$ cat src/rtl/core/bc3_pkg.sv
package bc3_pkg;

    localparam int unsigned PIXELS      = 16;
    localparam int unsigned SLOT_W      = 4;
    localparam int unsigned AIDX_W      = 3;
    localparam int unsigned CIDX_W      = 2;
    localparam int unsigned ALPHA_LVLS  = 8;
    localparam int unsigned COLOR_LVLS  = 4;
    localparam int unsigned CHANNELS    = 3;

    localparam int unsigned LANE_NUM_W   = 16;
    localparam int unsigned LANE_RECIP_W = 17;
    localparam int unsigned LANE_PROD_W  = LANE_NUM_W + LANE_RECIP_W;

    // reciprocal multipliers: floor(x / d) == (x * RECIP) >> SHIFT over the numerator range
    localparam int unsigned DIV7_RECIP   = 4682;
    localparam int unsigned DIV5_RECIP   = 6554;
    localparam int unsigned DIV255_RECIP = 65794;
    localparam int unsigned ALPHA_SHIFT  = 15;
    localparam int unsigned COLOR_SHIFT  = 24;

    localparam int unsigned DIV7_BIAS = 3;
    localparam int unsigned DIV5_BIAS = 2;
    localparam int unsigned WEIGHT_LO = 85;
    localparam int unsigned WEIGHT_HI = 170;

    localparam logic [7:0] ALPHA_ZERO = 8'h00;
    localparam logic [7:0] ALPHA_FULL = 8'hFF;

    localparam int unsigned TDATA_IN_W  = 128;
    localparam int unsigned TDATA_OUT_W = 40;

    typedef logic [7:0] t_byte;

    typedef struct packed {
        t_byte [ALPHA_LVLS-1:0]             alpha;
        t_byte [COLOR_LVLS-1:0]             red;
        t_byte [COLOR_LVLS-1:0]             green;
        t_byte [COLOR_LVLS-1:0]             blue;
        logic  [PIXELS-1:0][AIDX_W-1:0]     aidx;
        logic  [PIXELS-1:0][CIDX_W-1:0]     cidx;
    } t_block;

    function automatic t_byte expand5(input logic [4:0] v);
        return {v, v[4:2]};
    endfunction

    function automatic t_byte expand6(input logic [5:0] v);
        return {v, v[5:4]};
    endfunction

endpackage

$ cat src/rtl/core/bc3_blend_lane.sv
module bc3_blend_lane #(
    parameter int unsigned W0    = 1,
    parameter int unsigned W1    = 1,
    parameter int unsigned BIAS  = 0,
    parameter int unsigned RECIP = 1,
    parameter int unsigned SHIFT = 0
) (
    input  logic             i_clk,
    input  logic             i_en,
    input  bc3_pkg::t_byte   i_e0,
    input  bc3_pkg::t_byte   i_e1,
    output bc3_pkg::t_byte   o_quot
);
    import bc3_pkg::*;

    localparam logic [LANE_NUM_W-1:0]   W0_V    = LANE_NUM_W'(W0);
    localparam logic [LANE_NUM_W-1:0]   W1_V    = LANE_NUM_W'(W1);
    localparam logic [LANE_NUM_W-1:0]   BIAS_V  = LANE_NUM_W'(BIAS);
    localparam logic [LANE_PROD_W-1:0]  RECIP_V = LANE_PROD_W'(RECIP);

    logic [LANE_NUM_W-1:0]  n_num;
    logic [LANE_NUM_W-1:0]  r_num;
    logic [LANE_PROD_W-1:0] w_prod;

    assign n_num = W0_V * LANE_NUM_W'(i_e0) + W1_V * LANE_NUM_W'(i_e1) + BIAS_V;

    always_ff @(posedge i_clk) begin
        if (i_en) begin
            r_num <= n_num;
        end
    end

    assign w_prod = LANE_PROD_W'(r_num) * RECIP_V;
    assign o_quot = w_prod[SHIFT +: 8];

endmodule

$ cat src/rtl/core/bc3_palette.sv
module bc3_palette (
    input  logic            i_clk,
    input  logic            i_rst_n,
    input  logic            i_valid,
    output logic            o_ready,
    input  logic [63:0]     i_alpha_half,
    input  logic [63:0]     i_color_half,
    output logic            o_valid,
    input  logic            i_ready,
    output bc3_pkg::t_block o_blk
);
    import bc3_pkg::*;

    logic s1_load;
    logic s2_load;
    logic s2_free;

    logic   r_s1_vld;
    logic   r_s2_vld;
    t_byte  r_a0;
    t_byte  r_a1;
    t_byte  r_c0 [CHANNELS];
    t_byte  r_c1 [CHANNELS];
    logic [PIXELS-1:0][AIDX_W-1:0] r_aidx;
    logic [PIXELS-1:0][CIDX_W-1:0] r_cidx;
    t_block r_blk;
    t_block n_blk;

    t_byte in_c0 [CHANNELS];
    t_byte in_c1 [CHANNELS];
    t_byte q7 [6];
    t_byte q5 [4];
    t_byte qlo [CHANNELS];
    t_byte qhi [CHANNELS];

    assign s2_free = !r_s2_vld || i_ready;
    assign s2_load = r_s1_vld && s2_free;
    assign o_ready = !r_s1_vld || s2_load;
    assign s1_load = i_valid && o_ready;

    assign in_c0[0] = expand5(i_color_half[15:11]);
    assign in_c0[1] = expand6(i_color_half[10:5]);
    assign in_c0[2] = expand5(i_color_half[4:0]);
    assign in_c1[0] = expand5(i_color_half[31:27]);
    assign in_c1[1] = expand6(i_color_half[26:21]);
    assign in_c1[2] = expand5(i_color_half[20:16]);

    for (genvar k = 0; k < 6; k++) begin : g_div7
        bc3_blend_lane #(
            .W0(6 - k), .W1(1 + k), .BIAS(DIV7_BIAS),
            .RECIP(DIV7_RECIP), .SHIFT(ALPHA_SHIFT)
        ) u_lane (
            .i_clk(i_clk), .i_en(s1_load),
            .i_e0(i_alpha_half[7:0]), .i_e1(i_alpha_half[15:8]),
            .o_quot(q7[k])
        );
    end

    for (genvar k = 0; k < 4; k++) begin : g_div5
        bc3_blend_lane #(
            .W0(4 - k), .W1(1 + k), .BIAS(DIV5_BIAS),
            .RECIP(DIV5_RECIP), .SHIFT(ALPHA_SHIFT)
        ) u_lane (
            .i_clk(i_clk), .i_en(s1_load),
            .i_e0(i_alpha_half[7:0]), .i_e1(i_alpha_half[15:8]),
            .o_quot(q5[k])
        );
    end

    for (genvar ch = 0; ch < CHANNELS; ch++) begin : g_color
        bc3_blend_lane #(
            .W0(WEIGHT_HI), .W1(WEIGHT_LO), .BIAS(0),
            .RECIP(DIV255_RECIP), .SHIFT(COLOR_SHIFT)
        ) u_lo (
            .i_clk(i_clk), .i_en(s1_load),
            .i_e0(in_c0[ch]), .i_e1(in_c1[ch]),
            .o_quot(qlo[ch])
        );
        bc3_blend_lane #(
            .W0(WEIGHT_LO), .W1(WEIGHT_HI), .BIAS(0),
            .RECIP(DIV255_RECIP), .SHIFT(COLOR_SHIFT)
        ) u_hi (
            .i_clk(i_clk), .i_en(s1_load),
            .i_e0(in_c0[ch]), .i_e1(in_c1[ch]),
            .o_quot(qhi[ch])
        );
    end

    always_comb begin
        n_blk          = '0;
        n_blk.aidx     = r_aidx;
        n_blk.cidx     = r_cidx;
        n_blk.alpha[0] = r_a0;
        n_blk.alpha[1] = r_a1;
        if (r_a0 > r_a1) begin
            for (int k = 0; k < 6; k++) begin
                n_blk.alpha[2 + k] = q7[k];
            end
        end else begin
            for (int k = 0; k < 4; k++) begin
                n_blk.alpha[2 + k] = q5[k];
            end
            n_blk.alpha[6] = ALPHA_ZERO;
            n_blk.alpha[7] = ALPHA_FULL;
        end
        n_blk.red   = {qhi[0], qlo[0], r_c1[0], r_c0[0]};
        n_blk.green = {qhi[1], qlo[1], r_c1[1], r_c0[1]};
        n_blk.blue  = {qhi[2], qlo[2], r_c1[2], r_c0[2]};
    end

    always_ff @(posedge i_clk) begin
        if (!i_rst_n) begin
            r_s1_vld <= 1'b0;
            r_s2_vld <= 1'b0;
        end else begin
            if (s1_load) begin
                r_s1_vld <= 1'b1;
            end else if (s2_load) begin
                r_s1_vld <= 1'b0;
            end
            if (s2_load) begin
                r_s2_vld <= 1'b1;
            end else if (i_ready) begin
                r_s2_vld <= 1'b0;
            end
        end
    end

    always_ff @(posedge i_clk) begin
        if (s1_load) begin
            r_a0   <= i_alpha_half[7:0];
            r_a1   <= i_alpha_half[15:8];
            r_c0   <= in_c0;
            r_c1   <= in_c1;
            r_aidx <= i_alpha_half[63:16];
            r_cidx <= i_color_half[63:32];
        end
        if (s2_load) begin
            r_blk <= n_blk;
        end
    end

    assign o_valid = r_s2_vld;
    assign o_blk   = r_blk;

endmodule

$ cat src/rtl/core/bc3_pixel_serializer.sv
module bc3_pixel_serializer (
    input  logic                        i_clk,
    input  logic                        i_rst_n,
    input  logic                        i_valid,
    output logic                        o_ready,
    input  bc3_pkg::t_block             i_blk,
    output logic                        o_valid,
    input  logic                        i_ready,
    output bc3_pkg::t_byte              o_red,
    output bc3_pkg::t_byte              o_green,
    output bc3_pkg::t_byte              o_blue,
    output bc3_pkg::t_byte              o_alpha,
    output logic [bc3_pkg::SLOT_W-1:0]  o_slot,
    output logic                        o_last
);
    import bc3_pkg::*;

    localparam logic [SLOT_W-1:0] LAST_SLOT = SLOT_W'(PIXELS - 1);

    t_block              r_blk;
    logic                r_busy;
    logic [SLOT_W-1:0]   r_cnt;
    logic                r_out_vld;
    t_byte               r_red;
    t_byte               r_green;
    t_byte               r_blue;
    t_byte               r_alpha;
    logic [SLOT_W-1:0]   r_slot;
    logic                r_last;

    logic               out_free;
    logic               emit;
    logic               load;
    logic [CIDX_W-1:0]  ci;
    logic [AIDX_W-1:0]  ai;

    assign out_free = !r_out_vld || i_ready;
    assign emit     = r_busy && out_free;
    assign o_ready  = !r_busy || (out_free && r_cnt == LAST_SLOT);
    assign load     = i_valid && o_ready;

    assign ci = r_blk.cidx[r_cnt];
    assign ai = r_blk.aidx[r_cnt];

    always_ff @(posedge i_clk) begin
        if (!i_rst_n) begin
            r_busy    <= 1'b0;
            r_cnt     <= '0;
            r_out_vld <= 1'b0;
        end else begin
            if (load) begin
                r_busy <= 1'b1;
                r_cnt  <= '0;
            end else if (emit) begin
                r_cnt <= r_cnt + 1'b1;
                if (r_cnt == LAST_SLOT) begin
                    r_busy <= 1'b0;
                end
            end
            if (emit) begin
                r_out_vld <= 1'b1;
            end else if (i_ready) begin
                r_out_vld <= 1'b0;
            end
        end
    end

    always_ff @(posedge i_clk) begin
        if (load) begin
            r_blk <= i_blk;
        end
        if (emit) begin
            r_red   <= r_blk.red[ci];
            r_green <= r_blk.green[ci];
            r_blue  <= r_blk.blue[ci];
            r_alpha <= r_blk.alpha[ai];
            r_slot  <= r_cnt;
            r_last  <= (r_cnt == LAST_SLOT);
        end
    end

    assign o_valid = r_out_vld;
    assign o_red   = r_red;
    assign o_green = r_green;
    assign o_blue  = r_blue;
    assign o_alpha = r_alpha;
    assign o_slot  = r_slot;
    assign o_last  = r_last;

    a_idle_cnt_zero: assert property (@(posedge i_clk) disable iff (!i_rst_n)
        !r_busy |-> r_cnt == '0)
        else $error("pixel counter not cleared while idle");

    a_word_in_block: assert property (@(posedge i_clk) disable iff (!i_rst_n)
        (r_out_vld && r_slot != LAST_SLOT) |-> r_busy)
        else $error("block dropped before its last pixel");

    a_start_at_zero: assert property (@(posedge i_clk) disable iff (!i_rst_n)
        $rose(r_busy) |-> r_cnt == '0)
        else $error("block started at a nonzero pixel");

endmodule

$ cat src/rtl/core/bc3_block_decoder.sv
// BC3 (DXT5) block decoder. Each input word is one 16-byte block; it yields sixteen
// RGBA8 output words in raster order within the 4x4 block, tlast on the sixteenth.
// The pixel serializer emits one pixel per cycle while m_axis_tready does not stall it.
// A new block is taken while the previous one is still being emitted, so blocks stream
// with no gap. From input acceptance to the first pixel, a block passes through the
// endpoint/numerator stage, the palette stage, the serializer load and the output register.
module bc3_block_decoder (
    input  logic                              i_clk,
    input  logic                              i_rst_n,
    input  logic                              s_axis_tvalid,
    output logic                              s_axis_tready,
    // [63:0] alpha_half, [127:64] color_half
    input  logic [bc3_pkg::TDATA_IN_W-1:0]    s_axis_tdata,
    output logic                              m_axis_tvalid,
    input  logic                              m_axis_tready,
    // [7:0] red, [15:8] green, [23:16] blue, [31:24] alpha, [35:32] pixel_slot, [39:36] zero
    output logic [bc3_pkg::TDATA_OUT_W-1:0]   m_axis_tdata,
    output logic                              m_axis_tlast
);
    import bc3_pkg::*;

    logic              pal_vld;
    logic              pal_rdy;
    t_block            pal_blk;
    t_byte             px_red;
    t_byte             px_green;
    t_byte             px_blue;
    t_byte             px_alpha;
    logic [SLOT_W-1:0] px_slot;

    bc3_palette u_palette (
        .i_clk        (i_clk),
        .i_rst_n      (i_rst_n),
        .i_valid      (s_axis_tvalid),
        .o_ready      (s_axis_tready),
        .i_alpha_half (s_axis_tdata[63:0]),
        .i_color_half (s_axis_tdata[127:64]),
        .o_valid      (pal_vld),
        .i_ready      (pal_rdy),
        .o_blk        (pal_blk)
    );

    bc3_pixel_serializer u_serializer (
        .i_clk   (i_clk),
        .i_rst_n (i_rst_n),
        .i_valid (pal_vld),
        .o_ready (pal_rdy),
        .i_blk   (pal_blk),
        .o_valid (m_axis_tvalid),
        .i_ready (m_axis_tready),
        .o_red   (px_red),
        .o_green (px_green),
        .o_blue  (px_blue),
        .o_alpha (px_alpha),
        .o_slot  (px_slot),
        .o_last  (m_axis_tlast)
    );

    assign m_axis_tdata = {4'b0, px_slot, px_alpha, px_blue, px_green, px_red};

endmodule
$ cat config.mk
export PLATFORM = sky130hd
export DESIGN_NAME = bc3_block_decoder
export DESIGN_NICKNAME = d
export VERILOG_FILES = /design/src/rtl/core/bc3_pkg.sv /design/src/rtl/core/bc3_blend_lane.sv /design/src/rtl/core/bc3_palette.sv /design/src/rtl/core/bc3_pixel_serializer.sv /design/src/rtl/core/bc3_block_decoder.sv
export SDC_FILE = /design/constraint.sdc
export NUM_CORES = 2
export LEC_CHECK = 0
export BUFFER_PORTS_ARGS = -buffer_cell sky130_fd_sc_hd__buf_4
export CAP_MARGIN = 20
export CORE_ASPECT_RATIO = 0.7
export CORE_MARGIN = 2
export CORE_UTILIZATION = 70
export DETAILED_ROUTE_END_ITERATION = 7
export PLACE_DENSITY = 0.88
export SETUP_SLACK_MARGIN = 0.15
export SLEW_MARGIN = 20
export SYNTH_ARGS = -nofsm -noshare
export SYNTH_HDL_FRONTEND = slang
export SYNTH_SLANG_ARGS = --single-unit
$ cat constraint.sdc
create_clock -name i_clk -period 32.7 [get_ports i_clk]
set_clock_uncertainty 0.15 [all_clocks]
set_input_delay 1.635 -clock i_clk [delete_from_list [all_inputs] [get_ports i_clk]]
set_output_delay 1.635 -clock i_clk [all_outputs]
set_load 0.05 [all_outputs]
## After elaboration in Yosys (flattened, before gate mapping)

Index checks and enable logic that the tools add are counted.

| operators by class | value |
|---|---|
| add/sub/neg operators | 27 |
| equal/unequal tests | 1 |
| muxes and demuxes | 22 |
| bitwise operators | 1 |
| div/mod/pow operators | 0 |
| reductions and logical operators | 20 |
| $lt $le $gt $ge | 4 |
| multiply operators | 34 |
| shifts and indexed selects | 0 |

Operators by type and width:

| operator | count |
|---|---|
| multiplier 16 x 12 -> 22 bit (second input constant) | 10 |
| multiplier 16 x 16 -> 31 bit (second input constant) | 6 |
| multiplier 7 x 8 -> 15 bit (first input constant) | 12 |
| adder 11 x 2 -> 12 bit (second input constant) | 6 |
| adder 12 x 2 -> 13 bit (second input constant) | 4 |
| adder 15 x 16 -> 16 bit | 3 |
| adder 16 x 15 -> 16 bit | 3 |
| binary-select mux 8 bit (select 2 bit) | 3 |
| multiplier 2 x 8 -> 10 bit (first input constant) | 4 |
| two-way mux 32 bit | 1 |
| two-way mux 8 bit | 4 |
| binary-select mux 8 bit (select 3 bit) | 1 |
| adder 10 x 10 -> 11 bit | 2 |
| multiplier 3 x 8 -> 11 bit (first input constant) | 2 |
| adder 11 x 8 -> 12 bit | 1 |
| adder 11 x 9 -> 12 bit | 1 |
| adder 8 x 11 -> 12 bit | 1 |
| adder 9 x 11 -> 12 bit | 1 |
| binary-select mux 3 bit (select 4 bit) | 1 |
| adder 10 x 8 -> 11 bit | 1 |
| adder 10 x 9 -> 11 bit | 1 |
| adder 8 x 10 -> 11 bit | 1 |
| adder 9 x 10 -> 11 bit | 1 |
| nonzero test 2 bit | 5 |
| other kinds (16) | 34 |

| storage, ports and cells | value |
|---|---|
| bits in latches | 0 |
| logic and storage cells | 280 |
| register bits | 925 |
| memories | 0 |
| bits in read-only memories | 0 |
| memory bits (writable) | 0 |
| input bits | 132 |

## Depth between registers and ports, before layout

| depth | value |
|---|---|
| depth in word-level cells | 9 |
| depth in mapped cells | 24 |

## Hierarchy

Synthesis repeated with hierarchy kept, for this count alone.

| unflattened totals | value |
|---|---|
| cell total of the unflattened synthesis | 6300 |
| area, all modules | 74529.0 um^2 |

By module, submodules not included:

| module | area each (um^2) | instances | cells an instance | seq. area each (um^2) |
|---|---|---|---|---|
| bc3_blend_lane at u_palette.g_color[0].u_hi ... | 3942.5 | 5 | 405 | 480.5 |
| bc3_palette | 12131.6 | 1 | 541 | 10610.2 |
| bc3_pixel_serializer | 10376.2 | 1 | 455 | 8438.1 |
| bc3_blend_lane at u_palette.g_div5[1].u_lane ... | 3191.8 | 2 | 321 | 330.3 |
| bc3_blend_lane at u_palette.g_color[1].u_lo | 3902.5 | 1 | 389 | 480.5 |
| bc3_blend_lane at u_palette.g_div5[0].u_lane | 2997.9 | 1 | 305 | 330.3 |
| bc3_blend_lane at u_palette.g_div5[3].u_lane | 2990.4 | 1 | 306 | 330.3 |
| bc3_blend_lane at u_palette.g_div7[0].u_lane | 2936.6 | 1 | 314 | 360.3 |
| bc3_blend_lane at u_palette.g_div7[5].u_lane | 2900.3 | 1 | 303 | 360.3 |
| bc3_blend_lane at u_palette.g_div7[4].u_lane | 2635.0 | 1 | 268 | 330.3 |
| bc3_blend_lane at u_palette.g_div7[2].u_lane | 2605.0 | 1 | 266 | 330.3 |
| bc3_blend_lane at u_palette.g_div7[1].u_lane | 2571.2 | 1 | 263 | 330.3 |
| bc3_blend_lane at u_palette.g_div7[3].u_lane | 2352.3 | 1 | 218 | 330.3 |
| bc3_block_decoder | 33.8 | 1 | 5 | 0.0 |

## Least setup slack after synthesis

Ideal clock, no wire load.

| path | value |
|---|---|
| path kind | input to register |
| start | input m_axis_tready |
| end | register u_palette.r_blk (netlist bit u_palette.o_blk[0]) (enable) |
| path buffers | 0 |
| setup time | 1151 ps |
| path slack | 13335 ps |
| arrival time | 18064 ps |
| data required time | 31399 ps |
| stages | 3 |
| path through | nor2b_1 -> o21a_1 -> a21boi_0 |

| between the ends | value |
|---|---|
| word-level cells in the longest chain between the ends | 5 |

Ends and longest elaborated chain:

| item | line | text |
|---|---|---|
| from (decl) | bc3_block_decoder.sv:15 | `input logic m_axis_tready,` |
| logical OR 1 bit | bc3_pixel_serializer.sv:37 | `assign out_free = !r_out_vld \|\| i_ready;` |
| logical AND 1 bit | bc3_pixel_serializer.sv:39 | `assign o_ready = !r_busy \|\| (out_free && r_cnt == LAST_SLOT);` |
| logical OR 1 bit | bc3_pixel_serializer.sv:39 |  |
| logical OR 1 bit | bc3_palette.sv:36 | `assign s2_free = !r_s2_vld \|\| i_ready;` |
| logical AND 1 bit | bc3_palette.sv:37 | `assign s2_load = r_s1_vld && s2_free;` |
| net u_palette.s2_load | bc3_palette.sv:15 | `logic s2_load;` |
| to (signal assigned) | bc3_palette.sv:139 | `r_blk <= n_blk;` |
| to (decl) | bc3_palette.sv:26 | `t_block r_blk;` |

The timed path passes the listed nets, and every way through them passes these cells.
A chain may end at the register's enable or synchronous reset.

## Worst setup path after layout

| path | value |
|---|---|
| start | input s_axis_tdata[77] in the netlist's numbering |
| end | register u_palette.g_color[0].u_lo.r_num[15], data pin |

| between the ends | value |
|---|---|
| word-level cells in the longest chain between the ends | 2 |

Ends and longest elaborated chain:

| item | line | text |
|---|---|---|
| from (decl) | bc3_block_decoder.sv:13 | `input logic [bc3_pkg::TDATA_IN_W-1:0] s_axis_tdata,` |
| multiplier 7 x 8 -> 15 bit | bc3_blend_lane.sv:25 | `assign n_num = W0_V * LANE_NUM_W'(i_e0) + W1_V * LANE_NUM_W'(i_e1) + BIAS_V;` |
| adder 16 x 15 -> 16 bit | bc3_blend_lane.sv:25 |  |
| net u_palette.g_color[0].u_lo.n_num[15] | bc3_blend_lane.sv:21 | `logic [LANE_NUM_W-1:0] n_num;` |
| to (signal assigned) | bc3_blend_lane.sv:29 | `r_num <= n_num;` |
| to (decl) | bc3_blend_lane.sv:22 | `logic [LANE_NUM_W-1:0] r_num;` |

The timed path passes the listed nets, and every way through them passes these cells.

==> key figures <==
Clock tree
  – Post-CTS setup buffers: 0
  – Root buf cell: clkbuf_16
  – Clk slew on worst S/H paths: 60 ps
  – Post-CTS Hold Fix Bufs: 0
  – Total CTS buffers: between 70 and 80
  – Clock Path Buffers: 3
  – Clk sinks: about 810
  – Worst-skew pair later-pin latency: ~700 ps
  – Post-CTS Resized: 0
  – CTS HTree Levels: 3
  – CTS tree: yes

Critical path
  – Reg-to-reg startpoint: u_palette.g_div5[0].u_lane.r_num[5]
  – Most frequent CP cell: ha_1
  – CP max FO: 8
  – Startpoint Class: primary input
  – CP arrival: about 7100 ps
  – Slowest-stage cell, CP: fa_1
  – R2R Path End: u_palette.o_blk[199]
  – R2R cell count: 16
  – Worst EP required: between 30000 and 40000 ps
  – Kind of critical path: primary input to flip-flop
  – Worst R2R Setup Slack: between 20000 and 30000 ps
  – Critical-path cell list: buf_4 -> ha_1 -> ha_1 -> ha_1 -> inv_1 -> fa_1 -> inv_1 -> ha_1 -> o21ai_0 -> a21boi_0 -> o21ai_0 -> a21boi_0 -> o21ai_0 -> nand2_1 -> xnor2_1 -> fa_1 -> inv_1 -> ha_1 -> ha_1 -> nand3_1 -> nand2_1 -> a41o_1 -> o41a_1 -> xnor2_1
  – Worst setup EP type: flip-flop
  – Largest stage delay, worst path: around 540 ps

Routing
  – DR DRC count: 0
  – Final wirelength: between 150 and 200 mm
  – Vias: between 40000 and 50000
  – WL/cell: 21.3 um
  – Number of routed nets with antenna violations: 0
  – Vias per cell: 6.01
  – Detailed Routing Iterations Pass 1: 5
  – Drt initial violations: about 3500

Timing
  – Final Hold Vio Count: 0
  – RSZ-0062 raised after global routing: false
  – F_max: between 100 and 150 MHz
  – Final min period: 6840 ps
  – Post-route setup TNS: 0 ps
  – Relative slew slack: 0.278
  – Worst slew pin tran: about 1100 ps
  – Fin crit share: 0.209
  – Final WS setup: approximately 26000 ps
  – Slew Limit Fails: 0
  – # setup viols final: 0

Floorplan
  – Core Region: 96400 um^2
  – Die ar.: about 100000 um^2
  – Die W: between 300 and 400 um
  – Rows: 95
  – Die height: roughly 270 um
  – Number of top-level pins: 175
  – Initial core utilization: 0.709

Placed design
  – Dpl hpwl: between 100 and 150 mm
  – # port buffers: between 150 and 200
  – Final Wtd Congestion: about 0.94
  – Pre-CTS setup slack: 25230 ps

Yosys
  – Adder-cell area share of the yosys netlist: 0.408
  – Synth async-reset ratio: 0
  – Post-synthesis xor/xnor area fraction: 0.0421
  – Synth Flop Type: edfxtp_1
  – Top cell types by occurrence after synthesis: ha_1 (1599), inv_1 (1049), edfxtp_1 (806)
  – Cells after Synth: roughly 5600
  – Syn Area/Cell: 12.1 um^2
  – Yosys reg bits: slightly above 800
  – Cell Area, Synth: roughly 70000 um^2
  – Number of synthesized flops with an enable pin: about 800
  – Synth Area in Compound Gates: 0.0637
  – Distinct cells, synth: 71
  – Simple-Gate Fraction of Synth Area: 0.0473
  – Mux cell area share after synthesis: 0.0227
  – Share of the synthesized area in the top cell type: 0.354
  – Top post-synthesis cells by area: edfxtp_1 (35%), ha_1 (29%), fa_1 (11%)
  – Most common cell in the synthesized netlist: ha_1
  – Post-synthesis sequential area ratio: 0.357
  – Warnings from Yosys: 0
  – Largest area contributor in the netlist: edfxtp_1
  – Largest family of logic cells by synthesized area: adder cells

Global routing
  – Largest net degree at the start of global routing: 157
  – Vias in the first global route: 45300
  – Total track usage: 0.319
  – Global route overflow: 0
  – Global-route wire length before repair: ~250 mm
  – Initial antenna violation count: 9

Final layout
  – Share of cells above drive strength 1: 0.0621
  – Final net count: 8003
  – Layout area overhead: 8.29%
  – Filler cells: about 5800

Hold path
  – Hold Crit Depth: 0
  – HP Class: flip-flop to flip-flop
  – HP Start: u_palette.o_blk[232]
  – Hold path endpoint: u_serializer.r_blk[232]

Run
  – MaxCap Viol Count: 0

Status
  – Status: finished, final reports clean
==> worst max path at each step <==
stage,start,end,slack (ps)
3_5_place_dp,s_axis_tdata[77],u_palette.g_color[0].u_lo.r_num[15],25230
6_report,s_axis_tdata[77],u_palette.g_color[0].u_lo.r_num[15],25860
4_1_cts,s_axis_tdata[77],u_palette.g_color[0].u_lo.r_num[15],25940
2_1_floorplan,m_axis_tready,u_palette.o_blk[0],13340
3_3_place_gp,s_axis_tdata[79],u_palette.g_color[0].u_lo.r_num[15],25380
5_1_grt,s_axis_tdata[73],u_palette.g_color[1].u_lo.r_num[15],25510
==> cell families after synthesis <==
family,count (synthesis)
buffers and inverters,1078
AND/OR/NAND/NOR,666
AO/OA/AOI/OAI,676
XOR/XNOR,328
other,1
flip-flops,814
multiplexers,83
adder cells (fa/ha/maj),1990
==> metrics by stage <==
step	hold WS, ps	std cells	util	cell area, um^2
after CTS	246	7254	0.767	74000
final	249	7258	0.767	74000
after global placement	250	7109	0.739	71300
after detailed placement	255	7109	0.739	71300
after floorplan	250	5639	-	68300
after global routing	255	7254	0.767	74000
==> layer usage <==
metal | wire [um] | vias to the layer above | share of wire | track usage
li1 | - | 20300 | - | -
met1 | 68200 | 21300 | 0.44 | 0.458
met2 | 68200 | 1696 | 0.44 | 0.492
met3 | 14600 | 285 | 0.094 | 0.0742
met4 | 3770 | 8 | 0.024 | 0.0813
met5 | 46 | - | 0.00030 | 0
==> state kept, by name (all words and copies together) (netlist names), 38 cells and up <==
signal / flops
u_palette.g_color.u_hi.r_num: 48
u_palette.g_color.u_lo.r_num: 48
u_palette.g_div5.u_lane.r_num: 38
u_palette.g_div7.u_lane.r_num: 65
u_palette.n_blk: 106
u_palette.o_blk: 224
u_serializer.r_blk: 224
==> critical path, delay by kind of cell <==
family / cells / cell delay [ps]
adders and majority gates: 8 / 3020
xor gates and xnor gates: 2 / 310
and+or+nand+nor: 3 / 300
AOI/OAI and AO/OA: 7 / 1550
buffers and inverters: 4 / 300
==> cell usage in the layout, fill, tap and decap left out, types with 45 or more instances in the layout <==
| cell | instances |
|---|---|
| a21boi_0 | 49 |
| a21o_1 | 74 |
| a21oi_1 | 190 |
| buf_4 | 189 |
| clkbuf_16 | 79 |
| edfxtp_1 | 806 |
| fa_1 | 391 |
| ha_1 | 1599 |
| inv_1 | 1049 |
| nand2_1 | 152 |
| nand3_1 | 45 |
| nor2_1 | 180 |
| nor2b_1 | 58 |
| nor3_1 | 74 |
| o21ai_0 | 146 |
| xnor2_1 | 242 |
| xor2_1 | 86 |
==> layout make-up <==
class                   instances  area (um^2)  area share
inverters                    1049         3940      0.0532
flip-flops and latches        814        24400       0.329
multi-input cells            3747        39900       0.540
well taps                    1309         1640      0.0221
clock inverters                51          617     0.00834
diodes                          4         10.0    0.000135
clock buffers                  94         2050      0.0278
repair buffers                190         1440      0.0195
Power is left out: the tool's default activity adds up to more than one toggle a clock period on the data nets, which glitch-free logic cannot reach.
